<file path="src/rtl/cpq_pkg.sv">
// Package for the circular process queue with a maximum-priority scan.
// Holds the entry record, the per-cell control struct and the operation codes.
// No dependencies.
`timescale 1ns / 1ps

package cpq_pkg;

  // One queued process record.
  typedef struct packed {
    logic [15:0] id;
    logic [15:0] burst;
    logic [7:0]  prio;
  } entry_t;

  // Control handed from the top level to every cell of the row.
  typedef struct packed {
    logic shift_en;   // take the neighbor's record (dequeue)
    logic load_en;    // take the incoming record (enqueue)
    logic occupied;   // this cell holds a live entry
  } cell_ctrl_t;

  // Operation codes of the input item.
  localparam logic [1:0] FUNC_ENQ     = 2'd0;
  localparam logic [1:0] FUNC_DEQ     = 2'd1;
  localparam logic [1:0] FUNC_INSPECT = 2'd2;

  // Status codes of the result item.
  localparam logic [1:0] STAT_OK        = 2'd0;
  localparam logic [1:0] STAT_FULL      = 2'd1;
  localparam logic [1:0] STAT_UNDERFLOW = 2'd2;

endpackage

</file>
<file path="src/rtl/cpq_cell.sv">
// One cell of the queue row: holds a single record and one stage of the
// running maximum that travels from the tail side toward the head.
// Depends on cpq_pkg.
`timescale 1ns / 1ps

module cpq_cell (
  input  logic              clk,
  input  cpq_pkg::cell_ctrl_t ctrl,
  input  cpq_pkg::entry_t   load_data,
  input  cpq_pkg::entry_t   nbr_data,
  input  logic [7:0]        max_in,
  output cpq_pkg::entry_t   data,
  output logic [7:0]        max_out
);
  import cpq_pkg::*;

  entry_t     data_r;
  entry_t     data_nxt;
  logic [7:0] max_r;
  logic [7:0] max_nxt;

  always_comb begin
    data_nxt = data_r;
    if (ctrl.load_en) begin
      data_nxt = load_data;
    end else if (ctrl.shift_en) begin
      data_nxt = nbr_data;
    end
  end

  // An empty cell passes the maximum of the cells behind it unchanged.
  assign max_nxt = (ctrl.occupied && (data_r.prio > max_in)) ? data_r.prio : max_in;

  always_ff @(posedge clk) begin
    data_r <= data_nxt;
    max_r  <= max_nxt;
  end

  assign data    = data_r;
  assign max_out = max_r;

endmodule

</file>
<file path="src/rtl/circular_process_queue_max_priority.sv">
// Top level of the circular process queue with a maximum-priority scan.
// Instantiates a row of cpq_cell and the control around it; uses cpq_pkg.
`timescale 1ns / 1ps

// Usage:
// Each input item (in_valid/in_ready) is an enqueue, a dequeue of the head or
// an inspect. Every item produces exactly one result item (out_valid/out_ready)
// with the status, the empty flag, the entry count, the head record and the
// largest priority among the occupied entries, all after the operation.
// The queue is a row of QUEUE_DEPTH cells with the head in cell 0. An enqueue
// writes the cell just past the last live one; a dequeue moves every record
// one cell toward the head. A running maximum moves one cell per cycle from
// the tail end toward cell 0; the scan settles once it has crossed the row.
// The result is offered once the scan has settled, and no new item is taken
// until that result has gone into the output register, so the length of
// the maximum chain sets the pace of the queue.
// Reset (synchronous, rst_n low) empties the queue and drops any pending
// result; the record storage itself is not cleared. While the receiver
// stalls, the finished result waits in the output register and one more item
// may be accepted; its result is held back until the output register frees.
module circular_process_queue_max_priority #(
  parameter int QUEUE_DEPTH = 16
) (
  input  logic        clk,
  input  logic        rst_n,
  input  logic        in_valid,
  output logic        in_ready,
  input  logic [1:0]  in_func,
  input  logic [15:0] in_process_id,
  input  logic [15:0] in_burst_time,
  input  logic [7:0]  in_priority_req,
  output logic        out_valid,
  input  logic        out_ready,
  output logic [1:0]  out_status,
  output logic        out_empty_res,
  output logic [4:0]  out_entry_count,
  output logic [15:0] out_head_id,
  output logic [15:0] out_head_burst,
  output logic [7:0]  out_head_priority,
  output logic [7:0]  out_highest_priority
);
  import cpq_pkg::*;

  // Count width: must hold QUEUE_DEPTH itself.
  localparam int CW = $clog2(QUEUE_DEPTH + 1);

  // Controller states: waiting for an item, or letting the maximum settle.
  localparam logic ST_IDLE = 1'b0;
  localparam logic ST_SCAN = 1'b1;

  logic            state_r, state_nxt;
  logic [CW-1:0]   count_r, count_nxt;
  logic [CW-1:0]   scan_cnt_r, scan_cnt_nxt;
  logic [1:0]      status_r, status_nxt;

  logic            out_valid_r, out_valid_nxt;
  logic [1:0]      out_status_r;
  logic            out_empty_r;
  logic [4:0]      out_count_r;
  entry_t          out_head_r;
  logic [7:0]      out_max_r;

  logic            in_accept;
  logic            out_accept;
  logic            is_full;
  logic            is_empty;
  logic            do_enq;
  logic            do_deq;
  logic            scan_done;
  logic            out_free;
  entry_t          load_data;

  entry_t          cell_data [QUEUE_DEPTH];
  logic [7:0]      cell_max  [QUEUE_DEPTH];
  cell_ctrl_t      cell_ctrl [QUEUE_DEPTH];

  assign in_ready   = (state_r == ST_IDLE);
  assign in_accept  = in_valid && in_ready;
  assign out_accept = out_valid_r && out_ready;

  assign is_full  = (count_r == CW'(QUEUE_DEPTH));
  assign is_empty = (count_r == '0);

  // A full enqueue or an empty dequeue leaves the queue untouched.
  assign do_enq = in_accept && (in_func == FUNC_ENQ) && !is_full;
  assign do_deq = in_accept && (in_func == FUNC_DEQ) && !is_empty;

  assign load_data = '{id: in_process_id, burst: in_burst_time, prio: in_priority_req};

  // Row of cells. The last cell feeds back its own record and takes a zero maximum: a dequeue
  // leaves a stale record there, which lies past the count and is ignored.
  for (genvar i = 0; i < QUEUE_DEPTH; i++) begin : g_cell
    assign cell_ctrl[i].shift_en = do_deq;
    assign cell_ctrl[i].load_en  = do_enq && (count_r == CW'(i));
    assign cell_ctrl[i].occupied = (CW'(i) < count_r);

    if (i == QUEUE_DEPTH - 1) begin : g_last
      cpq_cell u_cell (
        .clk      (clk),
        .ctrl     (cell_ctrl[i]),
        .load_data(load_data),
        .nbr_data (cell_data[i]),
        .max_in   (8'd0),
        .data     (cell_data[i]),
        .max_out  (cell_max[i])
      );
    end else begin : g_mid
      cpq_cell u_cell (
        .clk      (clk),
        .ctrl     (cell_ctrl[i]),
        .load_data(load_data),
        .nbr_data (cell_data[i+1]),
        .max_in   (cell_max[i+1]),
        .data     (cell_data[i]),
        .max_out  (cell_max[i])
      );
    end
  end

  // The head cell's maximum covers the whole row once the scan counter has run
  // to its end since the contents last changed.
  assign scan_done = (state_r == ST_SCAN) && (scan_cnt_r == CW'(QUEUE_DEPTH));
  assign out_free  = !out_valid_r || out_ready;

  always_comb begin
    state_nxt    = state_r;
    count_nxt    = count_r;
    scan_cnt_nxt = scan_cnt_r;
    status_nxt   = status_r;

    case (state_r)
      ST_IDLE: begin
        if (in_accept) begin
          state_nxt    = ST_SCAN;
          scan_cnt_nxt = '0;
          status_nxt   = STAT_OK;
          if (in_func == FUNC_ENQ && is_full) begin
            status_nxt = STAT_FULL;
          end else if (in_func == FUNC_DEQ && is_empty) begin
            status_nxt = STAT_UNDERFLOW;
          end
          if (do_enq) begin
            count_nxt = count_r + CW'(1);
          end else if (do_deq) begin
            count_nxt = count_r - CW'(1);
          end
        end
      end
      ST_SCAN: begin
        if (!scan_done) begin
          scan_cnt_nxt = scan_cnt_r + CW'(1);
        end else if (out_free) begin
          state_nxt = ST_IDLE;
        end
      end
      default: begin
        state_nxt = ST_IDLE;
      end
    endcase
  end

  always_comb begin
    out_valid_nxt = out_valid_r;
    if (scan_done && out_free) begin
      out_valid_nxt = 1'b1;
    end else if (out_accept) begin
      out_valid_nxt = 1'b0;
    end
  end

  always_ff @(posedge clk) begin
    if (!rst_n) begin
      state_r     <= ST_IDLE;
      count_r     <= '0;
      scan_cnt_r  <= '0;
      status_r    <= STAT_OK;
      out_valid_r <= 1'b0;
    end else begin
      state_r     <= state_nxt;
      count_r     <= count_nxt;
      scan_cnt_r  <= scan_cnt_nxt;
      status_r    <= status_nxt;
      out_valid_r <= out_valid_nxt;
    end
  end

  // Result payload; the head record and the maximum read zero when empty.
  always_ff @(posedge clk) begin
    if (scan_done && out_free) begin
      out_status_r <= status_r;
      out_empty_r  <= is_empty;
      out_count_r  <= 5'(count_r);
      out_head_r   <= is_empty ? '0 : cell_data[0];
      out_max_r    <= is_empty ? 8'd0 : cell_max[0];
    end
  end

  assign out_valid            = out_valid_r;
  assign out_status           = out_status_r;
  assign out_empty_res        = out_empty_r;
  assign out_entry_count      = out_count_r;
  assign out_head_id          = out_head_r.id;
  assign out_head_burst       = out_head_r.burst;
  assign out_head_priority    = out_head_r.prio;
  assign out_highest_priority = out_max_r;

  // The entry count never goes past the depth.
  a_count_bound: assert property (@(posedge clk) disable iff (!rst_n)
    count_r <= CW'(QUEUE_DEPTH))
    else $error("entry count exceeds queue depth");

  // The occupancy moves only when an item is accepted.
  a_count_stable: assert property (@(posedge clk) disable iff (!rst_n)
    !in_accept |=> $stable(count_r))
    else $error("entry count changed without an accepted item");

  // An accepted item always starts a scan, so no second item slips in.
  a_accept_scan: assert property (@(posedge clk) disable iff (!rst_n)
    in_accept |=> (state_r == ST_SCAN) && !in_ready)
    else $error("accepted item did not start a scan");

  // An empty result carries a zero head priority, a zero maximum and a zero count.
  a_empty_zero: assert property (@(posedge clk) disable iff (!rst_n)
    (out_valid && out_empty_res) |->
      (out_highest_priority == 8'd0) && (out_head_priority == 8'd0) &&
      (out_entry_count == 5'd0))
    else $error("empty result carries nonzero fields");

endmodule

</file>
<file path="config.mk">
export PLATFORM = sky130hd
export DESIGN_NAME = circular_process_queue_max_priority
export DESIGN_NICKNAME = d
export VERILOG_FILES = /design/src/rtl/cpq_pkg.sv /design/src/rtl/cpq_cell.sv /design/src/rtl/circular_process_queue_max_priority.sv
export SDC_FILE = /design/constraint.sdc
export NUM_CORES = 1
export LEC_CHECK = 0
export BUFFER_PORTS_ARGS = -buffer_cell sky130_fd_sc_hd__buf_4
export CORE_ASPECT_RATIO = 1.75
export CORE_MARGIN = 5
export CORE_UTILIZATION = 30
export CTS_CLUSTER_DIAMETER = 150
export DETAILED_ROUTE_END_ITERATION = 6
export PLACE_DENSITY = 0.53
export SLEW_MARGIN = 20
export SYNTH_ARGS = -nofsm -noshare
export SYNTH_HDL_FRONTEND = slang
export SYNTH_SLANG_ARGS = --single-unit
</file>
<file path="constraint.sdc">
create_clock -name clk -period 4.4 [get_ports clk]
set_input_delay 0.22 -clock clk [delete_from_list [all_inputs] [get_ports clk]]
set_output_delay 0.22 -clock clk [all_outputs]
set_load 0.02 [all_outputs]
</file>
======== After elaboration in Yosys (flattened, before gate mapping) ========
Cells that the tools add are included.
storage, ports and cells
  bits in registers ....................... 838
  input bits .............................. 46
  logic and storage cells ................. 258
operators by class
  add/sub/neg operators ................... 3
  order comparisons ....................... 32
  equal/unequal tests ..................... 20
  mux-type cells .......................... 58
  bitwise logic cells ..................... 1
  reduce and logical (&&, ||, !) cells .... 68
operators by type and width
  kind                                                                              number
  40-bit 2-to-1 mux                                                                 30
  8-bit greater-than comparator                                                     15
  8-bit 2-to-1 mux                                                                  15
  1-bit logical AND                                                                 42
  5-bit by 4-bit == test with 1-bit output (second input constant)                  8
  4-bit by 5-bit < comparator with 1-bit output (first input constant)              8
  2-bit nonzero test                                                                17
  5-bit by 3-bit == test with 1-bit output (second input constant)                  4
  3-bit by 5-bit < comparator with 1-bit output (first input constant)              4
  5-bit 2-to-1 mux                                                                  4
  5-bit by 1-bit adder with 5-bit output (second input constant)                    2
  5-bit by 2-bit == test with 1-bit output (second input constant)                  2
  5-bit == test (second input constant)                                             2
  1-bit by 5-bit < comparator with 1-bit output (first input constant)              2
  2-bit by 5-bit < comparator with 1-bit output (first input constant)              2
  5-bit one-hot mux with 2 select lines                                             1
  8-bit by 1-bit greater-than comparator with 1-bit output (second input constant)  1
  5-bit by 1-bit == test with 1-bit output (second input constant)                  1
  5-bit zero test                                                                   1
  1-bit 2-to-1 mux                                                                  5
  5-bit by 1-bit subtractor with 5-bit output (second input constant)               1
  2-bit 2-to-1 mux                                                                  2
  2-bit AND reduction                                                               2
  1-bit zero test                                                                   3
  8 further kinds                                                                   8

======== Depth between registers and ports, before layout ========
  depth after elaboration ................. 6
  mapped depth ............................ 8
  depth with buffers taken out ............ 7

======== Modules after synthesis ========
Synthesis repeated with hierarchy kept, for this count alone.
second synthesis, totals
  cells, all modules ...................... 2,351
  area total of the unflattened synthesis .. 37,549.8 µm²
by module, submodules not included
  module                               instances  cells each  area an instance (µm²)  seq. area each (µm²)
  cpq_cell                             16         131         2,150.8                 1,361.3
  circular_process_queue_max_priority  1          255         3,136.8                 1,961.9

======== Worst setup path before layout ========
OpenSTA, ideal clock, no wires.
  path kind ............................... reg2reg
  start ................................... reg state_r
  end ..................................... reg g_cell[15].g_last.u_cell.data_r (netlist bit g_cell[15].g_last.u_cell.data[0]), enable pin
  library setup time ...................... 0.487 ns
  data arrival time ....................... 3.679 ns
  required time ........................... 3.913 ns
  setup slack ............................. 0.234 ns
  stages on the path, launching flop included .. 4
  path buffers ............................ 0
  clock period less this slack ............ 4.166 ns
  cells stage by stage .................... dfxtp_1 > nor4b_4 > nand3b_2 > nor3_1
RTL lines
  what                    line                                        RTL
  start, declared         circular_process_queue_max_priority.sv:51   logic state_r, state_nxt;
  start signal, assigned  circular_process_queue_max_priority.sv:179  state_r <= state_nxt;
  end signal, assigned    cpq_cell.sv:35                              data_r <= data_nxt;
  end, declared           cpq_cell.sv:17                              entry_t data_r;

======== Final worst setup path ========
  start ................................... reg count_r[1]
  end ..................................... reg g_cell[1].g_mid.u_cell.data_r (netlist bit g_cell[1].g_mid.u_cell.data[35]), enable pin
between the ends
  cells in the longest elaborated chain, start to end .. 5
  elaborated cells on any way between the ends .. 9
RTL lines
  what                              line                                        RTL
  start, declared                   circular_process_queue_max_priority.sv:52   logic [CW-1:0] count_r, count_nxt;
  start signal, assigned            circular_process_queue_max_priority.sv:180  count_r <= count_nxt;
  5-bit == test                     circular_process_queue_max_priority.sv:81   assign is_full = (count_r == CW'(QUEUE_DEPTH));
  1-bit zero test                   circular_process_queue_max_priority.sv:85   assign do_enq = in_accept && (in_func == FUNC_ENQ) && !is_full;
  1-bit logical AND                 circular_process_queue_max_priority.sv:85
  1-bit logical AND                 circular_process_queue_max_priority.sv:94   assign cell_ctrl[i].load_en = do_enq && (count_r == CW'(i));
  2-bit nonzero test (no line) (*)  n/a
  end signal, assigned              cpq_cell.sv:35
  end, declared                     cpq_cell.sv:17
Mark *: on every way between the ends. The rest lies on a longest branch, timed or not.
A chain may end at the register's enable or synchronous reset.

==> run_results.csv <==
group,metric,value,unit
logic_synthesis,synth-compound-area-share,0.0244,
logic_synthesis,synth_area,0.0367,mm^2
sta,finalMaxSlewViolations,0,
logic_synthesis,synth_top_area_frac,0.570,
die,die_h,472,um
detailed_routing,vias,19434,
layout,fill_cells,11621,
logic_synthesis,synth.top_cells.by_area,"edfxtp_1, mux2_2, dfxtp_1, ha_1, mux2_4",
layout,final_core_util,0.351,
cts,numCtsBuffers,80,
grt,grt_max_degree,58,
grt,overflow,0,
detailed_routing,drtAntennaViolNets,0,
pwr,switching_share,0.218,
logic_synthesis,synthArstFlopShare,0,
logic_synthesis,synth_most_common_cell,"edfxtp_1",
logic_synthesis,synthAdderAreaFrac,0.0434,
layout,fin_nets,2610,
die,dieArea,0.130,mm^2
placement,portBuffers,103,
layout,seq_area,0.0237,mm^2
sta,tns,0,ns
pwr,internal-power,0.0129,W
worst_hold_path,hold_path_class,"input pin to flop",
sta,skew,0.0618,ns
sta,period_minus_slack,3.39,ns
pwr,power_density,387,mW/mm^2
pwr,ir_worst_vdd,0.292,mV
placement,gp_congestion,0.780,
logic_synthesis,syn_avg_cell_area,16.1,um^2
pwr,leakage,14.8,nW
setup_path,cp-end-kind,"flop",
sta,rsz0062_at_grt,"false",
setup_path,r2r_slack,1.01,ns
grt,grt_pass1_vias,21289,
outcome,status,"complete, no violations",
setup_path,crit_type,"flop to flop",
detailed_routing,viasPerCell,4.71,
detailed_routing,wirelength,90.3,mm
grt,grt_util_all_layers,0.138,
layout,multi_input_area,0.0120,mm^2
logic_synthesis,synth.mux.area_fraction,0.225,
logic_synthesis,synth-simple-area-share,0.0323,
die,ios,104,
sta,fmax,295,MHz
setup_path,cp_max_fo,20,
die,start_util,0.302,
grt,grt_antenna_before_repair,6,
logic_synthesis,syn_nets,2451,
cts,htree_levels,3,
detailed_routing,drt-initial-drc-count,958,
die,core,0.121,mm^2
layout,drive_gt1_frac,0.411,
cts,numClockSinks,838,
cts,root_buffer,"clkbuf_16",
pwr,seq_power_share,0.531,
cts,cts_resized,0,
logic_synthesis,synthXorXnorAreaFrac,0.00119,
setup_path,arrival,3.75,ns
detailed_routing,firstDrtPassIters,5,
setup_path,required,4.76,ns
logic_synthesis,ys_seq_elements,838,
sta,tightest_slew,1.01,ns
logic_synthesis,yosysSeqAreaShare,0.648,
sta,finalCritPeriodShare,0.771,
cts,cts_tree,"done",
pwr,combPwrFrac,0.044,
sta,hold_violations,0,
detailed_routing,drc,0,
logic_synthesis,ys.warnings.count,0,
placement,place_hpwl,62.1,mm
setup_path,worstSetupStartpointType,"flop",
pwr,p_switching,0.00359,W
flow_run,cap_violations,0,
layout,final_area,0.0427,mm^2
logic_synthesis,ys_types,49,
die,die_w,274,um
logic_synthesis,synthCells,2278,
pwr,pwr-share-clk,0.425,
logic_synthesis,yosysTopAreaCell,"edfxtp_1",
sta,slew-limit-headroom,0.324,
grt,grt_pass1_wl,135,mm
placement,placed_cell_area,0.0396,mm^2
cts,post_cts_buffers,0,
sta,setup_viol_count_final,0,
cts,clockBufferDepth,3,
layout,synthToLayoutAreaGrowth,16.4,%
cts,clk_pin_slew_worst_paths,0.07,ns
logic_synthesis,ys.flop_type,"edfxtp_1",
logic_synthesis,ys_top_cells_by_count,"edfxtp_1, mux2_2, dfxtp_1, ha_1, inv_1",
detailed_routing,wire_per_inst,21.9,um
die,num_rows,169,
logic_synthesis,synth_edf_count,696,
logic_synthesis,synth_top_family_by_area,"multiplexers",
cts,clk_latency,0.68,ns
-- layout by cell type, fill, tap and decap left out, types with 44 or more instances in the layout --
master and instances:
edfxtp_1 696, mux2_2 679, dfxtp_1 142, buf_4 142
ha_1 127, inv_1 125, clkbuf_16 82, nor2b_1 61
a21oi_1 46, dlygate4sd3_1 44
-- layer usage --
| layer | GRT usage | up-vias | routed length, um |
|---|---|---|---|
| met4 | 0.0444 | 0 | 2590 |
| met2 | 0.273 | 351 | 51200 |
| met1 | 0.150 | 10019 | 33600 |
| li1 | - | 8928 | - |
| met5 | 0 | - | 0 |
| met3 | 0.0173 | 136 | 2920 |
-- stage by stage --
step           hold slack (ns)  worst slack (ns)  total power (W)  std cells
2_1_floorplan            0.319             0.234          0.00931       2278
3_3_place_gp             0.470              1.17          0.00961       3935
3_5_place_dp             0.453              1.04          0.00964       3935
4_1_cts                0.00276              1.01           0.0167       4127
5_1_grt                 0.0138             0.833           0.0171       4129
6_report                0.0362              1.01           0.0165       4129
-- flip-flops by register name, indices dropped and copies added, names as in the netlist, 8 cells and up --
| signal | flops |
|---|---|
| out_head_id | 16 |
| g_cell.g_mid.u_cell.max_out | 120 |
| g_cell.g_last.u_cell.data | 40 |
| out_head_burst | 16 |
| out_highest_priority | 8 |
| out_head_priority | 8 |
| g_cell.g_last.u_cell.max_out | 8 |
| g_cell.g_mid.u_cell.data | 600 |
-- critical path, stage by stage, from the launching register on --
cell and delay, ns:
dfxtp_1 0.66, inv_1 0.28, ha_1 0.33, nor4b_2 0.20
nand3b_1 0.46, nand2_2 0.74, buf_4 0.38
-- repair_timing --
item	in CTS	in global routing
hold buffers	44	0
hold endpoints to repair	52	0
setup endpoints to repair	0	0
-- path summary, 6_finish.rpt --
kind,startpoint,end,cells past startpoint
setup / recovery,count_r[1],g_cell[1].g_mid.u_cell.data[35],6
hold / removal,in_priority_req[4],g_cell[15].g_last.u_cell.data[4],1
setup reg to reg,count_r[1],g_cell[1].g_mid.u_cell.data[35],6
hold reg to reg,g_cell[1].g_mid.u_cell.max_out[5],g_cell[0].g_mid.u_cell.max_out[5],1
-- final cells by class --
class | count | share of cell area
sequential | 838 | 0.557
multi-input combinational | 1196 | 0.282
clock buffer | 108 | 0.0518
tap | 1624 | 0.0476
timing repair buffer | 196 | 0.0400
inverter | 125 | 0.0110
clock inverter | 40 | 0.0104
antenna | 2 | 0.000117
-- kinds of logic after synthesis --
logic type | after synthesis
flops | 838
xor+xnor | 5
mux | 718
simple gates | 211
compound gates | 135
buf+inv | 244
fa+ha+maj | 127
-- power groups by stage --
stage / sequential (W) / clock (W) / combinational (W)
5_1_grt: 0.00876 / 0.00752 / 0.000808
4_1_cts: 0.00875 / 0.00722 / 0.000749
6_report: 0.00875 / 0.00701 / 0.000730
3_5_place_dp: 0.00892 / 0 / 0.000711
2_1_floorplan: 0.00889 / 0 / 0.000423
3_3_place_gp: 0.00892 / 0 / 0.000689
Power figures use the tool's default switching activity.
